$ cat config.mk
export PLATFORM = sky130hd
export DESIGN_NAME = nearest_car_dispatch
export DESIGN_NICKNAME = d
export VERILOG_FILES = /design/src/hw/rtl/ncd_pkg.sv /design/src/hw/rtl/ncd_cell.sv /design/src/hw/rtl/nearest_car_dispatch.sv
export SDC_FILE = /design/constraint.sdc
export NUM_CORES = 1
export LEC_CHECK = 0
export BUFFER_PORTS_ARGS = -buffer_cell sky130_fd_sc_hd__buf_2
export CORE_MARGIN = 4
export CORE_UTILIZATION = 65
export CTS_CLUSTER_DIAMETER = 80
export DETAILED_ROUTE_END_ITERATION = 16
export PLACE_DENSITY = 0.91
export SLEW_MARGIN = 20
export SYNTH_ARGS = -nofsm -noshare
export SYNTH_HDL_FRONTEND = slang
export SYNTH_HIERARCHICAL = 1
export SYNTH_SLANG_ARGS = --single-unit
$ cat constraint.sdc
create_clock -name clk -period 5.6 [get_ports clk]
set_input_delay 1.12 -clock clk [delete_from_list [all_inputs] [get_ports clk]]
set_output_delay 1.12 -clock clk [all_outputs]
set_load 0.01 [all_outputs]
$ cat src/hw/rtl/ncd_pkg.sv
// Shared types and constants for the nearest-car dispatcher.
package ncd_pkg;

    // Width of a car index carried along the chain (covers up to 64 cars)
    localparam int CAR_IDX_W = 6;
    localparam int FLOOR_W   = 6;
    localparam int CFG_W     = 4;
    localparam int OUT_IDX_W = 3;

    // Input opcodes
    localparam logic OP_STATUS  = 1'b0;
    localparam logic OP_REQUEST = 1'b1;

    // Status entry of one car
    typedef struct packed {
        logic [FLOOR_W-1:0] floor;
        logic               direction;
        logic               moving;
        logic               active;
        logic               blocked;
    } car_status_t;

    // Request token handed from cell to cell
    typedef struct packed {
        logic                 valid;
        logic [FLOOR_W-1:0]   req_floor;
        logic                 req_direction;
        logic                 have_transit;
        logic [CAR_IDX_W-1:0] idx_transit;
        logic [FLOOR_W-1:0]   dist_transit;
        logic                 have_idle;
        logic [CAR_IDX_W-1:0] idx_idle;
        logic [FLOOR_W-1:0]   dist_idle;
    } scan_token_t;

endpackage

$ cat src/hw/rtl/ncd_cell.sv
// One car cell: holds the car's status and updates the passing request token.
module ncd_cell
    import ncd_pkg::*;
#(
    parameter int CELL_IDX = 0
)
(
    input  logic        clk,
    input  logic        rst_n,
    input  logic        advance,
    input  logic        enabled,
    input  logic        status_we,
    input  car_status_t status_in,
    input  scan_token_t tok_in,
    output scan_token_t tok_out
);

    car_status_t status_reg;
    scan_token_t tok_reg;
    scan_token_t tok_next;

    logic [FLOOR_W-1:0] car_dist;
    logic               short_of;
    logic               transit_ok;
    logic               idle_ok;

    // Store the car's status on an update
    always_ff @(posedge clk or negedge rst_n)
    begin
        if (!rst_n)
        begin
            status_reg <= '0;
        end
        else if (status_we)
        begin
            status_reg <= status_in;
        end
    end

    // Distance and eligibility of this car for the passing request
    always_comb
    begin
        car_dist = (status_reg.floor > tok_in.req_floor) ?
                   (status_reg.floor - tok_in.req_floor) :
                   (tok_in.req_floor - status_reg.floor);
        short_of = tok_in.req_direction ? (status_reg.floor < tok_in.req_floor) :
                                          (status_reg.floor > tok_in.req_floor);
        transit_ok = enabled && status_reg.active && status_reg.moving &&
                     (status_reg.direction == tok_in.req_direction) && short_of;
        idle_ok = enabled && status_reg.active && !status_reg.blocked;
    end

    // Keep the best candidate of each kind; ties stay with the lower index
    always_comb
    begin
        tok_next = tok_in;
        if (transit_ok && (!tok_in.have_transit || car_dist < tok_in.dist_transit))
        begin
            tok_next.have_transit = 1'b1;
            tok_next.idx_transit  = CAR_IDX_W'(CELL_IDX);
            tok_next.dist_transit = car_dist;
        end
        if (idle_ok && (!tok_in.have_idle || car_dist < tok_in.dist_idle))
        begin
            tok_next.have_idle = 1'b1;
            tok_next.idx_idle  = CAR_IDX_W'(CELL_IDX);
            tok_next.dist_idle = car_dist;
        end
    end

    // Hand the token to the next cell
    always_ff @(posedge clk or negedge rst_n)
    begin
        if (!rst_n)
        begin
            tok_reg <= '0;
        end
        else if (advance)
        begin
            tok_reg <= tok_next;
        end
    end

    assign tok_out = tok_reg;

endmodule

$ cat src/hw/rtl/nearest_car_dispatch.sv
// Nearest-car dispatcher: a status update is stored in the addressed cell's
// register and gives no result; a dispatch request walks a chain of MAX_CARS
// cells, one cell per car and one cell per cycle while the chain is not held,
// and its result is then captured in an output register. The block takes
// one request at a time: in_ready stays low while a request is in the chain,
// for status updates as well. A finished result waits in the output register;
// if it is not taken, a following request holds in the chain. cars_in_use
// limits the cells that may win; updates go to any car.
module nearest_car_dispatch
    import ncd_pkg::*;
#(
    parameter int MAX_CARS = 8
)
(
    input  logic                 clk,
    input  logic                 rst_n,
    input  logic                 cfg_we,
    input  logic [CFG_W-1:0]     cfg_wdata,
    input  logic                 in_valid,
    output logic                 in_ready,
    input  logic                 opcode,
    input  logic [2:0]           car_index,
    input  logic [FLOOR_W-1:0]   car_floor,
    input  logic                 car_direction,
    input  logic                 car_moving,
    input  logic                 car_active,
    input  logic                 car_blocked,
    input  logic [FLOOR_W-1:0]   request_floor,
    input  logic                 request_direction,
    output logic                 out_valid,
    input  logic                 out_ready,
    output logic                 found,
    output logic [OUT_IDX_W-1:0] chosen_car
);

    logic [CFG_W-1:0]     cars_in_use_reg;
    logic                 busy_reg;
    logic                 out_valid_reg;
    logic                 found_reg;
    logic [OUT_IDX_W-1:0] chosen_reg;

    logic                 accept;
    logic                 advance;
    logic                 finish;
    car_status_t          status_in;
    scan_token_t          head_tok;
    scan_token_t          chain [0:MAX_CARS];
    logic [MAX_CARS-1:0]  cell_en;
    logic [MAX_CARS-1:0]  cell_we;
    scan_token_t          last_tok;
    logic                 res_found;
    logic [OUT_IDX_W-1:0] res_idx;

    assign accept   = in_valid && in_ready;
    assign in_ready = !busy_reg;

    // Hold the chain when the final result cannot be delivered
    assign last_tok = chain[MAX_CARS];
    assign advance  = !(last_tok.valid && out_valid_reg && !out_ready);
    assign finish   = last_tok.valid && advance;

    // Car count register
    always_ff @(posedge clk or negedge rst_n)
    begin
        if (!rst_n)
        begin
            cars_in_use_reg <= CFG_W'(8);
        end
        else if (cfg_we)
        begin
            cars_in_use_reg <= cfg_wdata;
        end
    end

    // Form the token that enters the first cell
    always_comb
    begin
        head_tok               = '0;
        head_tok.valid         = accept && (opcode == OP_REQUEST);
        head_tok.req_floor     = request_floor;
        head_tok.req_direction = request_direction;
    end

    assign chain[0] = head_tok;

    assign status_in.floor     = car_floor;
    assign status_in.direction = car_direction;
    assign status_in.moving    = car_moving;
    assign status_in.active    = car_active;
    assign status_in.blocked   = car_blocked;

    // Row of car cells
    for (genvar g = 0; g < MAX_CARS; g++)
    begin : g_cell
        assign cell_en[g] = (32'(cars_in_use_reg) > g);
        assign cell_we[g] = accept && (opcode == OP_STATUS) && (32'(car_index) == g);

        ncd_cell #(
            .CELL_IDX (g)
        ) u_cell (
            .clk       (clk),
            .rst_n     (rst_n),
            .advance   (advance),
            .enabled   (cell_en[g]),
            .status_we (cell_we[g]),
            .status_in (status_in),
            .tok_in    (chain[g]),
            .tok_out   (chain[g+1])
        );
    end

    // Pick the in-transit winner, else the idle winner
    always_comb
    begin
        res_found = last_tok.have_transit || last_tok.have_idle;
        if (last_tok.have_transit)
        begin
            res_idx = last_tok.idx_transit[OUT_IDX_W-1:0];
        end
        else if (last_tok.have_idle)
        begin
            res_idx = last_tok.idx_idle[OUT_IDX_W-1:0];
        end
        else
        begin
            res_idx = '0;
        end
    end

    // Track a request in flight
    always_ff @(posedge clk or negedge rst_n)
    begin
        if (!rst_n)
        begin
            busy_reg <= 1'b0;
        end
        else if (accept && (opcode == OP_REQUEST))
        begin
            busy_reg <= 1'b1;
        end
        else if (finish)
        begin
            busy_reg <= 1'b0;
        end
    end

    // Output register
    always_ff @(posedge clk or negedge rst_n)
    begin
        if (!rst_n)
        begin
            out_valid_reg <= 1'b0;
        end
        else if (finish)
        begin
            out_valid_reg <= 1'b1;
        end
        else if (out_ready)
        begin
            out_valid_reg <= 1'b0;
        end
    end

    always_ff @(posedge clk)
    begin
        if (finish)
        begin
            found_reg  <= res_found;
            chosen_reg <= res_idx;
        end
    end

    assign out_valid  = out_valid_reg;
    assign found      = found_reg;
    assign chosen_car = chosen_reg;

endmodule
---- After elaboration in Yosys (flattened, before gate mapping) ----
Cells that the tools add are included.
storage, ports and cells
  register bits after elaboration ......... 337
  input port bits ......................... 30
  logic and storage cells ................. 332
operators by class
  add/subtract/negate cells ............... 16
  magnitude comparators ................... 38
  equality and inequality tests ........... 15
  muxes and demuxes ....................... 38
  bitwise gates (word level) .............. 1
  reduce and logical (&&, ||, !) cells .... 111
operators by type and width
  operator            number
  $mux 13             16
  $lt 6x6->1          22
  $sub 6x6->6         16
  $logic_and 1x1->1   68
  $gt 6x6->1          8
  $mux 6              8
  $logic_not 1->1     25
  $gt 4x3->1 const B  4
  $logic_or 1x1->1    15
  $eq 3x3->1 const B  4
  $mux 1              12
  $eq 1x1->1          8
  $gt 4x1->1 const B  2
  $gt 4x2->1 const B  2
  $eq 3x2->1 const B  2
  $mux 3              2
  $reduce_bool 2->1   2
  $eq 3x1->1 const B  1
  $logic_not 3->1     1
  $not 1->1           1

---- Longest topological paths before layout ----
  word-level depth ........................ 7
  mapped depth ............................ 18
  gate-level depth less buffers ........... 17

---- Hierarchy ----
The synthesis kept the hierarchy.
by module, submodules not included
  module                            times used  cells each  area an instance (µm²)  seq. area each (µm²)
  ncd_cell at g_cell[1].u_cell ...  3           254         2547.4                  1101.1
  ncd_cell at g_cell[3].u_cell ...  2           256         2558.7                  1101.1
  ncd_cell at g_cell[7].u_cell      1           257         2560.0                  1101.1
  ncd_cell at g_cell[5].u_cell      1           255         2553.7                  1101.1
  ncd_cell at g_cell[0].u_cell      1           251         2532.4                  1101.1
  nearest_car_dispatch              1           51          555.5                   271.5

---- Worst setup path before layout ----
No wires, ideal clock.
  path kind ............................... reg-to-reg
  start ................................... register g_cell[3].u_cell/status_reg[4] in the netlist's numbering
  end ..................................... register g_cell[3].u_cell.tok_reg, in the netlist g_cell[3].u_cell/tok_out[13]
  setup time .............................. 0.126 ns
  data arrival time ....................... 3.405 ns
  data required time ...................... 5.474 ns
  setup slack ............................. 2.069 ns
  stages on the path, launching flop included .. 18
  period minus slack after synthesis ...... 3.531 ns
  cell sequence ........................... dfrtp_1 > inv_1 > ha_1 > inv_1 > fa_1 > a21o_1 > a221oi_4 > nor2_4 > mux2i_1 > xnor2_1 > inv_1 > ha_1 > a21o_1 > a21oi_1 > o21ai_0 > a211oi_4 > nor2_1 > a311o_1
on the way
  longest elaborated chain between the ends .. 6
  elaborated cells between the ends (all ways) .. 11
  classes of those cells .................. 2 x add/sub; 3 x order compare; 3 x mux; 3 x reduce/logical
ends and longest elaborated chain
  item                                 line            source
  from (decl)                          ncd_cell.sv:18  car_status_t status_reg;
  from (signal assigned)               ncd_cell.sv:36  status_reg <= status_in;
  $sub 6x6->6 (tied with other cells)  ncd_cell.sv:45  (tok_in.req_floor - status_reg.floor);
  $mux 6                               ncd_cell.sv:43  car_dist = (status_reg.floor > tok_in.req_floor) ?
  $lt 6x6->1                           ncd_cell.sv:57  if (transit_ok && (!tok_in.have_transit || car_dist < tok_in.dist_transit))
  $logic_or 1x1->1                     ncd_cell.sv:57
  $logic_and 1x1->1                    ncd_cell.sv:57
  $mux 13 *                            ncd_cell.sv:57
  to (signal assigned)                 ncd_cell.sv:80  tok_reg <= tok_next;
  to (decl)                            ncd_cell.sv:19  scan_token_t tok_reg;
Mark *: on every way between the ends. The rest lies on a longest branch, timed or not.
A chain may end at the register's enable or synchronous reset.

---- Worst setup path after layout ----
  start ................................... register g_cell[6].u_cell/status_reg[4] in the netlist's numbering
  end ..................................... register g_cell[6].u_cell.tok_reg, in the netlist g_cell[6].u_cell/tok_out[13]
on the way
  longest elaborated chain between the ends .. 6
  elaborated cells between the ends (all ways) .. 11
  classes of those cells .................. 2 x add/sub; 3 x order compare; 3 x mux; 3 x reduce/logical
ends and longest elaborated chain
  item                                 line
  from (decl)                          ncd_cell.sv:18
  from (signal assigned)               ncd_cell.sv:36
  $sub 6x6->6 (tied with other cells)  ncd_cell.sv:45
  $mux 6                               ncd_cell.sv:43
  $lt 6x6->1                           ncd_cell.sv:57
  $logic_or 1x1->1                     ncd_cell.sv:57
  $logic_and 1x1->1                    ncd_cell.sv:57
  $mux 13 *                            ncd_cell.sv:57
  to (signal assigned)                 ncd_cell.sv:80
  to (decl)                            ncd_cell.sv:19
Marked as above.

==> flow_metrics.py <==
metrics = {
    "pwr": {
        "p_per_area_nw_per_um2": 459.7,
        "vdd_drop_max_uv": 319.8,
        "total_leakage_power_nw": 9.522,
    },
    "synth": {
        "yosysWarnings": 6,
        "netlist_area_um2": 18350,
        "avgSynthCellArea_um2": 9.824,
        "synthCells": 1868,
    },
    "timing": {
        "fin_ws_ns": 1.365,
        "max-slew-margin-rel_pct": 23.81,
        "drv_slew": 0,
        "period_share_pct": 75.62,
        "rsz0062_at_grt": "false",
        "setup_tns_ns": 0,
        "worst_slew_pin_slew_ns": 1.143,
        "period_minus_slack_ns": 4.235,
        "max_freq_mhz": 236.2,
        "setup_violations": 0,
        "hold_violations": 0,
        "finalClockSkew_ns": 0.01182,
    },
    "layout": {
        "layout-drive-gt1-share_pct": 15.63,
        "design_area_um2": 19940,
        "syn2layout_area_growth_pct": 8.679,
        "largest_reg_flops": 205,
        "finalNetCount": 2095,
        "n_antenna_cell": 0,
    },
    "flow_run": {
        "drv_cap": 0,
    },
    "routing": {
        "wl_per_cell_um": 19.95,
        "drcViolationCount": 0,
        "drtIter0Drc": 1136,
        "vias_per_cell": 6.093,
        "routed_wl_mm": 45.58,
        "ant_nets": 0,
        "dr.pass1.iters": 6,
        "vias": 13920,
    },
    "floorplanning": {
        "dieWidth_um": 176.0,
        "pin_count": 36,
        "die_h_um": 176.0,
        "core-area_um2": 27780,
        "start_util_pct": 66.06,
        "placementRows": 61,
        "dieArea_um2": 30980,
    },
    "clock_tree": {
        "h-tree-depth": 2,
        "cts-root-buf": "clkbuf_16",
        "cts_made_buffers": 34,
        "cts_sinks": 295,
        "clock_latency_ns": 0.52,
        "post_cts_resize_count": 0,
        "postCtsHoldBufs": 0,
        "post_cts_buffers": 0,
        "ctsLongestPathBuffers": 3,
        "cts_tree": "yes",
        "clk_pin_slew_ns": 0.06,
    },
    "status": {
        "outcome": "finished clean",
    },
    "setup_path": {
        "critPathKind": "reg2reg",
        "worstPathMaxFanout": 13,
        "cp.arrival_ns": 4.64,
        "cp-end-kind": "flip-flop",
        "required_ns": 6.00,
        "cp-start-kind": "flip-flop",
    },
    "placement": {
        "place_congestion": 0.9091,
        "post-dp-hpwl_mm": 32.11,
        "portBuffers": 35,
        "placed_cell_area_um2": 18800,
        "pre_cts_ws_ns": 1.484,
    },
    "grt": {
        "grt_pass1_vias": 14370,
        "grt_max_degree": 145,
        "grt_use_total_pct": 29.65,
        "antenna_found_initial": 0,
        "grt_pass1_wl_mm": 74.35,
        "grt_overflow": 0,
    },
    "worst_hold_path": {
        "hold_class": "reg2reg",
    },
}
-- critical path, cell delays in order, from the launching register on --
cell and delay (ns):
dfrtp_1 0.39, inv_1 0.08, ha_1 0.17, inv_1 0.07, fa_1 0.41, a21o_1 0.22
a221oi_4 0.32, nor2_4 0.12, mux2i_1 0.16, xnor2_1 0.27, inv_1 0.11, ha_1 0.31
a21o_1 0.19, a21oi_1 0.14, o21ai_0 0.17, a211oi_4 0.59, nor2_1 0.10, a311o_1 0.29
-- stage by stage --
stage               util, %  hold WS, ns  power (mW)  cells
finish                71.79       0.4933       9.169   2284
floorplan                 -       0.4530       5.738   1900
global route          71.79       0.5136       9.798   2284
CTS                   71.79       0.5023       9.132   2284
global placement      67.66       0.4699       6.595   2223
detailed placement    67.66       0.4859       6.797   2223
-- where the power goes --
part           switching, mW  internal (mW)  leakage (nW)
Clock                  0.933           1.34         0.546
Combinational           2.28           1.66          5.51
Sequential             0.384           2.57          3.46
Total                   3.60           5.57          9.52
-- layout by cell type (no fill, tap or decap), types with 21 or more instances in the layout --
cell	count
o21ai_0	106
nor2_1	118
buf_2	34
nand3_1	31
inv_1	219
o21a_1	21
a21oi_1	76
a21o_1	30
nand2_1	228
xnor2_1	23
o221ai_1	28
o2bb2ai_1	40
a211oi_1	24
dfrtp_1	290
ha_1	168
mux2_2	109
clkbuf_16	35
conb_1	33
mux2i_1	46
-- area by class of cell --
type,instances,area [µm²]
Multi-Input combinational cell,1284,9797
Fill cell,1932,7838
Sequential cell,295,7403
Clock buffer,41,928.4
Inverter,222,833.3
Tap cell,378,473.0
Timing Repair Buffer,44,290.3
Clock inverter,20,219.0
-- metal layers --
metal / GRT usage, % / part of all wire [%] / up-vias
met5: 0 / 0 / -
met4: 14.81 / 5.4 / 0
met3: 4.882 / 5.7 / 177
met2: 50.01 / 49 / 522
met1: 37.20 / 40 / 6809
li1: - / - / 6408
-- path summary, 6_finish.rpt --
kind                                                start                        endpoint  slack (ns)  cells after the start
max reg2reg                g_cell[6].u_cell/status_reg[4]    g_cell[6].u_cell/tok_out[13]        1.37                     17
min                          g_cell[0].u_cell/tok_out[20]    g_cell[0].u_cell/tok_out[20]        0.49                      1
max                        g_cell[6].u_cell/status_reg[4]    g_cell[6].u_cell/tok_out[13]        1.37                     17
min reg2reg                  g_cell[0].u_cell/tok_out[20]    g_cell[0].u_cell/tok_out[20]        0.49                      1
max in group asynchronous                           rst_n  g_cell[0].u_cell/status_reg[5]        3.71                      2
min in group asynchronous                           rst_n     g_cell[4].u_cell/tok_out[0]        0.69                      1
No activity file was read; power rests on OpenSTA's default activity.
